--- config.mk ---
export PLATFORM = sky130hd
export DESIGN_NAME = occupancy_mask_lookahead_ring
export DESIGN_NICKNAME = d
export VERILOG_FILES = /design/src/sv/omlr_pkg.sv /design/src/sv/omlr_scan.sv /design/src/sv/omlr_slots.sv /design/src/sv/occupancy_mask_lookahead_ring.sv
export SDC_FILE = /design/constraint.sdc
export NUM_CORES = 2
export LEC_CHECK = 0
export ABC_AREA = 1
export BUFFER_PORTS_ARGS = -buffer_cell sky130_fd_sc_hd__buf_2
export CAP_MARGIN = 5
export CORE_AREA = 8 8 391 393
export DETAILED_ROUTE_END_ITERATION = 6
export DIE_AREA = 0 0 399 401
export GPL_TIMING_DRIVEN = 0
export SYNTH_ARGS = -nofsm -noshare
export SYNTH_HDL_FRONTEND = slang
export SYNTH_SLANG_ARGS = --single-unit
--- constraint.sdc ---
create_clock -name clock -period 10.5 [get_ports clock]
set_input_delay 2.1 -clock clock [delete_from_list [all_inputs] [get_ports clock]]
set_output_delay 2.1 -clock clock [all_outputs]
set_load 0.05 [all_outputs]
--- src/sv/omlr_pkg.sv ---
// ----------------------------------------------------------------------------
// omlr_pkg: shared definitions for the occupancy-mask lookahead ring
// Field widths, action and status codes, register indexes and the slot
// store command type used between the sequencer and the slot store.
// ----------------------------------------------------------------------------
`default_nettype none

package omlr_pkg;

   // Fixed field widths
   localparam int ACTION_W  = 3;
   localparam int ADV_W     = 6;
   localparam int DATA_W    = 32;
   localparam int STATUS_W  = 3;
   localparam int CSR_IDX_W = 2;

   // Action codes
   localparam logic [ACTION_W-1:0] ACT_SET   = 3'd0;
   localparam logic [ACTION_W-1:0] ACT_GET   = 3'd1;
   localparam logic [ACTION_W-1:0] ACT_NEXT  = 3'd2;
   localparam logic [ACTION_W-1:0] ACT_MOVE  = 3'd3;
   localparam logic [ACTION_W-1:0] ACT_RESET = 3'd4;

   // Status codes
   localparam logic [STATUS_W-1:0] STATUS_OK         = 3'd0;
   localparam logic [STATUS_W-1:0] STATUS_RANGE      = 3'd1;
   localparam logic [STATUS_W-1:0] STATUS_OCCUPIED   = 3'd2;
   localparam logic [STATUS_W-1:0] STATUS_HEAD_EMPTY = 3'd3;
   localparam logic [STATUS_W-1:0] STATUS_BEHIND     = 3'd4;

   // Result kinds
   localparam logic KIND_REPLY = 1'b0;
   localparam logic KIND_FREED = 1'b1;

   // Configuration register indexes
   localparam logic [CSR_IDX_W-1:0] REG_START_POSITION = 2'd0;
   localparam logic [CSR_IDX_W-1:0] REG_ADVANCE_LIMIT  = 2'd1;

   // Advance limit after reset
   localparam logic [ADV_W-1:0] LIMIT_RESET = 6'd32;

   // Command to the slot store: store a handle, or free a slot
   typedef struct packed {
      logic set;
      logic clear;
   } slot_op_type;

endpackage

`default_nettype wire

--- src/sv/omlr_scan.sv ---
// ----------------------------------------------------------------------------
// omlr_scan: rotate-and-find-first unit
// Rotates the occupancy mask so that bit 0 is the base slot and returns the
// offset of the first occupied slot at or after the base.
// ----------------------------------------------------------------------------
`default_nettype none

module omlr_scan
   import omlr_pkg::*;
#(
   parameter int SLOT_COUNT = 32,
   parameter int IDX_W      = $clog2(SLOT_COUNT)
) (
   input  wire logic [SLOT_COUNT-1:0] mask,
   input  wire logic [IDX_W-1:0]      base,
   output logic                       found,
   output logic [IDX_W-1:0]           offset
);

   logic [SLOT_COUNT-1:0] rotated;
   logic [SLOT_COUNT-1:0] lowest;

   // Rotate: bit i of the result is the slot i steps ahead of base
   always_comb begin
      for (int i = 0; i < SLOT_COUNT; i++) begin
         rotated[i] = mask[IDX_W'(base + IDX_W'(i))];
      end
   end

   // Isolate the lowest set bit
   assign lowest = rotated & (~rotated + SLOT_COUNT'(1));

   // Encode the one-hot bit into an offset
   always_comb begin
      offset = '0;
      for (int i = 0; i < SLOT_COUNT; i++) begin
         if (lowest[i]) begin
            offset = offset | IDX_W'(i);
         end
      end
   end

   assign found = |mask;

endmodule

`default_nettype wire

--- src/sv/omlr_slots.sv ---
// ----------------------------------------------------------------------------
// omlr_slots: slot store
// Holds one handle per slot and the occupancy mask. One index port serves
// the read, the store and the free of a cycle.
// ----------------------------------------------------------------------------
`default_nettype none

module omlr_slots
   import omlr_pkg::*;
#(
   parameter int SLOT_COUNT = 32,
   parameter int IDX_W      = $clog2(SLOT_COUNT)
) (
   input  wire logic                  clock,
   input  wire logic                  reset,
   input  wire slot_op_type           op,
   input  wire logic [IDX_W-1:0]      idx,
   input  wire logic [DATA_W-1:0]     wr_handle,
   output logic [DATA_W-1:0]          rd_handle,
   output logic [SLOT_COUNT-1:0]      occ
);

   logic [DATA_W-1:0]     handle_ff [SLOT_COUNT];
   logic [SLOT_COUNT-1:0] occ_ff;

   // Store handles; contents only count where the occupancy bit is set
   always_ff @(posedge clock) begin
      if (op.set) begin
         handle_ff[idx] <= wr_handle;
      end
   end

   // Mark slots on store, drop them on free
   always_ff @(posedge clock) begin
      if (reset) begin
         occ_ff <= '0;
      end else if (op.set) begin
         occ_ff[idx] <= 1'b1;
      end else if (op.clear) begin
         occ_ff[idx] <= 1'b0;
      end
   end

   assign rd_handle = handle_ff[idx];
   assign occ       = occ_ff;

endmodule

`default_nettype wire

--- src/sv/occupancy_mask_lookahead_ring.sv ---
// ----------------------------------------------------------------------------
// occupancy_mask_lookahead_ring: timing wheel with an occupancy bitmap
// Sequencer around a shared rotate-and-find-first unit and the slot store.
// ----------------------------------------------------------------------------
// Usage:
//   A transaction is taken at a rising edge with start high and busy low.
//   Actions: set, get, next, move, reset. Each transaction answers with zero
//   or more freed entries (rsp_kind 1) in ascending advance order and then
//   one closing reply (rsp_kind 0, rsp_last 1) with status and position.
//   Every result is shown for one cycle under rsp_valid; the receiver cannot
//   stall, so results must be taken as they come.
// Sequence and rate:
//   set, get and unknown actions: the reply is registered from the execute
//   state. next: the freed entry from execute, then the reply from reply state.
//   move and reset: freed entries one per cycle from the drain state, then
//   the reply; move with a target behind replies from execute. The drain rate
//   is set by the single find-first unit, yielding one occupied slot a cycle.
// Reset:
//   Synchronous, active high. Empties all slots, loads position 0, start
//   position 0 and advance limit 32. No clearing pass is needed.
// Configuration:
//   csr_we/csr_index/csr_wdata write start_position (0) or advance_limit (1);
//   the user must write only while no transaction is in flight (not enforced).
// ----------------------------------------------------------------------------
`default_nettype none

module occupancy_mask_lookahead_ring
   import omlr_pkg::*;
#(
   parameter int SLOT_COUNT = 32
) (
   input  wire logic                  clock,
   input  wire logic                  reset,
   input  wire logic                  start,
   output logic                       busy,
   input  wire logic [ACTION_W-1:0]   req_action,
   input  wire logic [ADV_W-1:0]      req_advance,
   input  wire logic [DATA_W-1:0]     req_handle,
   input  wire logic signed [DATA_W-1:0] req_target_position,
   output logic                       rsp_valid,
   output logic                       rsp_kind,
   output logic [STATUS_W-1:0]        rsp_status,
   output logic [DATA_W-1:0]          rsp_value,
   output logic signed [DATA_W-1:0]   rsp_position,
   output logic                       rsp_last,
   input  wire logic                  csr_we,
   input  wire logic [CSR_IDX_W-1:0]  csr_index,
   input  wire logic [DATA_W-1:0]     csr_wdata
);

   localparam int IDX_W = $clog2(SLOT_COUNT);
   localparam logic [ADV_W-1:0] SLOT_LIMIT = ADV_W'(SLOT_COUNT);

   typedef enum logic [1:0] {
      S_IDLE,
      S_EXEC,
      S_DRAIN,
      S_REPLY
   } state_type;

   state_type state_ff;

   // Configuration registers
   logic [DATA_W-1:0] start_pos_ff;
   logic [ADV_W-1:0]  limit_ff;

   // Latched transaction
   logic [ACTION_W-1:0] act_ff;
   logic [ADV_W-1:0]    adv_ff;
   logic [DATA_W-1:0]   handle_ff;
   logic [DATA_W-1:0]   target_ff;

   // Sequencer state
   logic [DATA_W-1:0] pos_ff;
   logic [DATA_W:0]   diff_ff;
   logic              drain_all_ff;

   // Result registers
   logic                rsp_valid_ff;
   logic                rsp_kind_ff;
   logic [STATUS_W-1:0] rsp_status_ff;
   logic [DATA_W-1:0]   rsp_value_ff;
   logic [DATA_W-1:0]   rsp_position_ff;
   logic                rsp_last_ff;

   // Datapath signals
   logic [IDX_W-1:0]      pos_slot;
   logic [IDX_W-1:0]      req_slot;
   logic [IDX_W-1:0]      free_slot;
   logic [IDX_W-1:0]      slot_idx;
   logic [ADV_W-1:0]      limit_eff;
   logic                  adv_over;
   logic                  head_occ;
   logic                  req_occ;
   logic [SLOT_COUNT-1:0] occ;
   logic [SLOT_COUNT-1:0] scan_mask;
   logic                  scan_found;
   logic [IDX_W-1:0]      scan_offset;
   logic                  drain_go;
   logic [DATA_W:0]       move_diff;
   logic [DATA_W-1:0]     rd_handle;
   slot_op_type           slot_op;

   // Configuration writes
   always_ff @(posedge clock) begin
      if (reset) begin
         start_pos_ff <= '0;
         limit_ff     <= LIMIT_RESET;
      end else if (csr_we) begin
         unique case (csr_index)
            REG_START_POSITION: start_pos_ff <= csr_wdata;
            REG_ADVANCE_LIMIT:  limit_ff     <= csr_wdata[ADV_W-1:0];
            default: ;
         endcase
      end
   end

   // Slot addressing and range check
   assign pos_slot  = pos_ff[IDX_W-1:0];
   assign req_slot  = IDX_W'(pos_slot + adv_ff[IDX_W-1:0]);
   assign limit_eff = (limit_ff > SLOT_LIMIT) ? SLOT_LIMIT : limit_ff;
   assign adv_over  = adv_ff > limit_eff;
   assign head_occ  = occ[pos_slot];
   assign req_occ   = occ[req_slot];

   // Next looks past the head it frees; draining looks at the whole mask
   assign scan_mask = (state_ff == S_EXEC) ? (occ & ~(SLOT_COUNT'(1) << pos_slot)) : occ;

   omlr_scan #(
      .SLOT_COUNT (SLOT_COUNT),
      .IDX_W      (IDX_W)
   ) u_scan (
      .mask   (scan_mask),
      .base   (pos_slot),
      .found  (scan_found),
      .offset (scan_offset)
   );

   assign free_slot = IDX_W'(pos_slot + scan_offset);
   assign drain_go  = scan_found &&
                      (drain_all_ff || ({(DATA_W + 1 - IDX_W)'(0), scan_offset} < diff_ff));
   assign move_diff = {target_ff[DATA_W-1], target_ff} - {pos_ff[DATA_W-1], pos_ff};

   // Select the slot and command for this cycle
   always_comb begin
      slot_op  = '0;
      slot_idx = req_slot;
      unique case (state_ff)
         S_EXEC: begin
            if (act_ff == ACT_NEXT) begin
               slot_idx      = pos_slot;
               slot_op.clear = head_occ;
            end else if (act_ff == ACT_SET) begin
               slot_op.set = !adv_over && !req_occ;
            end
         end
         S_DRAIN: begin
            slot_idx      = free_slot;
            slot_op.clear = drain_go;
         end
         default: ;
      endcase
   end

   omlr_slots #(
      .SLOT_COUNT (SLOT_COUNT),
      .IDX_W      (IDX_W)
   ) u_slots (
      .clock     (clock),
      .reset     (reset),
      .op        (slot_op),
      .idx       (slot_idx),
      .wr_handle (handle_ff),
      .rd_handle (rd_handle),
      .occ       (occ)
   );

   // Sequencer: state, position and result registers
   always_ff @(posedge clock) begin
      if (reset) begin
         state_ff     <= S_IDLE;
         pos_ff       <= '0;
         drain_all_ff <= 1'b0;
         rsp_valid_ff <= 1'b0;
      end else begin
         rsp_valid_ff <= 1'b0;
         unique case (state_ff)
            S_IDLE: begin
               // Latch the transaction
               if (start) begin
                  act_ff    <= req_action;
                  adv_ff    <= req_advance;
                  handle_ff <= req_handle;
                  target_ff <= req_target_position;
                  state_ff  <= S_EXEC;
               end
            end
            S_EXEC: begin
               rsp_valid_ff    <= 1'b1;
               rsp_kind_ff     <= KIND_REPLY;
               rsp_status_ff   <= STATUS_OK;
               rsp_value_ff    <= '0;
               rsp_position_ff <= pos_ff;
               rsp_last_ff     <= 1'b1;
               state_ff        <= S_IDLE;
               unique case (act_ff)
                  ACT_SET: begin
                     if (adv_over) begin
                        rsp_status_ff <= STATUS_RANGE;
                     end else if (req_occ) begin
                        rsp_status_ff <= STATUS_OCCUPIED;
                     end
                  end
                  ACT_GET: begin
                     if (adv_over) begin
                        rsp_status_ff <= STATUS_RANGE;
                     end else if (req_occ) begin
                        rsp_value_ff <= rd_handle;
                     end
                  end
                  ACT_NEXT: begin
                     if (!head_occ) begin
                        rsp_status_ff <= STATUS_HEAD_EMPTY;
                     end else begin
                        // Emit the head, jump to the next occupied slot or else the start position
                        rsp_kind_ff  <= KIND_FREED;
                        rsp_value_ff <= rd_handle;
                        rsp_last_ff  <= 1'b0;
                        pos_ff       <= scan_found ? (pos_ff + DATA_W'(scan_offset))
                                                   : start_pos_ff;
                        state_ff     <= S_REPLY;
                     end
                  end
                  ACT_MOVE: begin
                     if (move_diff[DATA_W]) begin
                        rsp_status_ff <= STATUS_BEHIND;
                     end else begin
                        rsp_valid_ff <= 1'b0;
                        diff_ff      <= move_diff;
                        drain_all_ff <= 1'b0;
                        state_ff     <= S_DRAIN;
                     end
                  end
                  ACT_RESET: begin
                     rsp_valid_ff <= 1'b0;
                     diff_ff      <= '0;
                     drain_all_ff <= 1'b1;
                     state_ff     <= S_DRAIN;
                  end
                  default: ;
               endcase
            end
            S_DRAIN: begin
               // Free one slot a cycle, then load the new position
               if (drain_go) begin
                  rsp_valid_ff    <= 1'b1;
                  rsp_kind_ff     <= KIND_FREED;
                  rsp_status_ff   <= STATUS_OK;
                  rsp_value_ff    <= rd_handle;
                  rsp_position_ff <= pos_ff;
                  rsp_last_ff     <= 1'b0;
               end else begin
                  pos_ff   <= drain_all_ff ? start_pos_ff : target_ff;
                  state_ff <= S_REPLY;
               end
            end
            S_REPLY: begin
               rsp_valid_ff    <= 1'b1;
               rsp_kind_ff     <= KIND_REPLY;
               rsp_status_ff   <= STATUS_OK;
               rsp_value_ff    <= '0;
               rsp_position_ff <= pos_ff;
               rsp_last_ff     <= 1'b1;
               state_ff        <= S_IDLE;
            end
            default: state_ff <= S_IDLE;
         endcase
      end
   end

   // Hold busy while in reset so no transaction counts as taken
   assign busy         = reset || (state_ff != S_IDLE);
   assign rsp_valid    = rsp_valid_ff;
   assign rsp_kind     = rsp_kind_ff;
   assign rsp_status   = rsp_status_ff;
   assign rsp_value    = rsp_value_ff;
   assign rsp_position = rsp_position_ff;
   assign rsp_last     = rsp_last_ff;

endmodule

`default_nettype wire

==> metrics.md <==
| Metric | Value |
|---|---|
| Min Hold Slack | `460 ps` |
| Internal Power | `around 9.5 mW` |
| Register bit total from synthesis | `approximately 1300` |
| Starting Density | `about 38%` |
| Core ar. | `~0.15 sq mm` |
| Syn avg cell area | `12.2 sq um` |
| M3 GR Usage | `between 5 and 6%` |
| PortBufs | `~180` |
| Clk pin slew, worst setup/hold paths | `60 ps` |
| Static Leakage | `about 22 nW` |
| DP Area | `approximately 0.059 sq mm` |
| Die area | `approximately 0.16 sq mm` |
| Power, Total | `between 10 and 15 mW` |
| Iteration-0 DRC Markers | `5841` |
| Final hold violation count | `0` |
| Fin util | `between 40% and 50%` |
| Clk_skew | `between 40 and 50 ps` |
| Worst path arrival time | `roughly 11000 ps` |
| Largest net degree at the start of global routing | `33` |
| Hold Path Class | `flip-flop to flip-flop` |
| Gate Count Post-Synth | `around 4500` |
| Sequential share of power | `approximately two fifths` |
| CP max-delay cell | `clkbuf_1` |
| Power share of the combinational group | `just under 30%` |
| Slew margin rel. | `~1.4%` |
| WS Path Type | `flip-flop to flip-flop` |
| First-pass GRT wire length | `about 290000 microns` |
| Cell total after placement | `between 6000 and 7000` |
| Met2 Usage GRT | `a little under two fifths` |
| Synth warn | `0` |
| Top FF cell, synth | `edfxtp_1` |
| Tot GR Track Use | `between 20% and 30%` |
| Req. time, crit path | `10970 ps` |
| CTS Buf Count | `between 100 and 150` |
| Root buf cell | `clkbuf_16` |
| Met1 usage | `roughly a third` |
| TritonCTS clock tree | `done` |
| Synthesized Nets | `4698` |
| EDFF count, synth | `approximately 1200` |
| Vias in the first global route | `just under 40000` |
| Final setup viols | `0` |
| Net Sw Power | `between 5 and 6 mW` |
| Power Dens Cells | `approximately 230 mW/mm^2` |
| Post-synthesis sequential area ratio | `between 60% and 70%` |
| Top post-synthesis cells by area | `edfxtp_1, o22ai_1, dfxtp_1` |
| DR WL/cell | `between 30 and 40 microns` |
| H-tree depth | `4` |
| Area grow syn2layout | `15.7%` |
| Min Tclk post-route | `10060 ps` |
| GRT overflow | `0` |
| Die H | `401 microns` |
| # IOs | `182` |
| Outcome | `finished, final reports clean` |
| CTS sink cnt | `around 1300` |
| Sequential cell area | `roughly 0.038 sq mm` |
| Clock Latency Late Sink | `790 ps` |
| Share of cells above drive strength 1 | `12.0%` |
| Async SR Flop Fraction | `0%` |
| Post-DP HPWL | `approximately 140000 microns` |
| Cell area after synthesis | `0.0552 sq mm` |
| Postcts setup bufs | `0` |
| Worst slew pin tran | `about 1500 ps` |
| Clock power frac | `between 30% and 40%` |
| Switching Fraction | `36.7%` |
| Multi-input gate area | `about 0.015 sq mm` |
| Finished layout cell area | `0.0639 sq mm` |
| Drt total wl | `around 210000 microns` |
| RePlAce Congestion | `between 0.9 and 1` |
| Fillers | `about 14000` |
| Final critical-path share of the clock period | `between 90% and 100%` |
| Maximum VDD drop | `0.178 mV` |
| Final Max Slew Viols | `0` |
| DRC viols | `0` |
| Startpoint types | `flip-flop` |
| Library cells used by synthesis | `67` |
| Commonest cells post-synth | `edfxtp_1, nand2_1, o22ai_1` |
| Total number of vias | `about 42000` |
| Critical Path End Type | `flip-flop` |
| Crit path top cell by count | `nand2_1` |
| Area share of the largest cell type after synthesis | `65.2%` |
| Maximum clock rate | `a little under 0.1 GHz` |
| Top-count cell post-synth | `edfxtp_1` |
| Fin cells | `between 6000 and 7000` |
| Initial antenna violation count | `10` |
| Max-cap violations | `0` |
| Worst Path Max Fanout | `17` |
| Detailed Routing Iterations Pass 1 | `6` |
| Number of vias per cell | `slightly above 6` |
| Fin nets | `between 5000 and 6000` |
| GRT Max-Usage Layer | `met2` |
| Rows | `about 140` |
| CP peak stage delay | `roughly 820 ps` |
| Clk buf depth | `3` |
| Antenna-violating nets left | `0` |
| Cell taking the most area after synthesis | `edfxtp_1` |
| Die X-Extent | `between 300 and 400 microns` |
state kept, by name (all words and copies together), names as in the netlist, named ones only:
signal / flops
adv_ff: 6
start_pos_ff: 32
rsp_position: 32
limit_ff: 6
drain_all_ff: 1
rsp_kind: 1
state_ff: 1
rsp_last: 1
rsp_valid: 1
rsp_value: 32
rsp_status: 3
act_ff: 3
pos_ff: 32
target_ff: 32
u_slots.handle_ff: 1024
diff_ff: 33
handle_ff: 32
cell type report:
type,count,share of cell area [%]
timing repair buffer,227,2.82
multi-input combinational,2656,23.4
clock inverter,55,0.895
inverter,311,1.84
antenna,4,0.0157
buffer,239,1.71
tap,1930,3.78
sequential,1305,59.7
clock buffer,187,5.83
placed cells by master (no fill, tap or decap), types with 41 or more instances in the layout:
master	count
o22ai_1	395
xor2_1	43
clkbuf_16	140
buf_2	207
o221ai_1	83
nand3_1	393
inv_1	257
dfxtp_1	105
ha_1	73
edfxtp_1	1199
buf_1	41
clkbuf_1	166
nor2_1	253
o21ai_0	345
nand2_1	478
a21oi_1	201
nand4_1	46
inv_2	44
power by group through the flow:
| stage | clock network, mW | registers (mW) | logic [mW] |
|---|---|---|---|
| after global routing | 4.93 | 5.97 | 4.52 |
| after CTS | 4.74 | 5.96 | 4.16 |
| after floorplan | 0 | 6.15 | 2.18 |
| after detailed placement | 0 | 6.07 | 4.15 |
| final | 4.71 | 5.96 | 4.33 |
| after global placement | 0 | 6.08 | 4.09 |
cell families after synthesis:
kind of cell	Yosys count	share of synthesized area, %
DFF	1305	69.0
and+or+nand+nor	1292	10.6
AOI/OAI and AO/OA	1238	13.8
buffers and inverters	550	3.99
adders and majority gates	76	1.76
xor gates and xnor gates	48	0.775
muxes	2	0.0408
metal layers:
metal  vias to the layer above  share of wire [%]
li1                      17823                  -
met1                     20658                 39
met2                      2848                 45
met3                       473                 11
met4                         4                4.7
met5                         -              0.013
worst max-delay path: cells and delay by family (launching register included):
family	cells	cell delay [ps]
AO/OA/AOI/OAI	3	1070
AND/OR/NAND/NOR	24	3380
buffers and inverters	13	3810
flip-flops	1	420
adder cells (fa/ha/maj)	2	1010
repair_timing:
action,4_1_cts,5_1_grt
resized for setup,5,95
hold buffers,0,0
endpoints found under the setup margin,220,331
per-stage QoR:
step,setup WS [ps],setup TNS [ps]
5_1_grt,-25.1,-25.1
4_1_cts,-322,-2800
3_5_place_dp,-713,-21930
3_3_place_gp,-4080,-955220
6_report,443,0
2_1_floorplan,2620,0
path summary, 6_finish.rpt:
| check | startpoint | end | slack [ps] | depth (start not counted) |
|---|---|---|---|---|
| worst max-delay path | pos_ff[1]$_SDFFE_PP0P_ | rsp_value[2]$_DFFE_PP_ | 440 | 42 |
| worst min-delay path | pos_ff[27]$_SDFFE_PP0P_ | rsp_position[27]$_DFFE_PP_ | 460 | 0 |
| worst max register to register | pos_ff[1]$_SDFFE_PP0P_ | rsp_value[2]$_DFFE_PP_ | 440 | 42 |
| worst min register to register | pos_ff[27]$_SDFFE_PP0P_ | rsp_position[27]$_DFFE_PP_ | 460 | 0 |
Note: power is estimated with default switching activity, not from simulation.
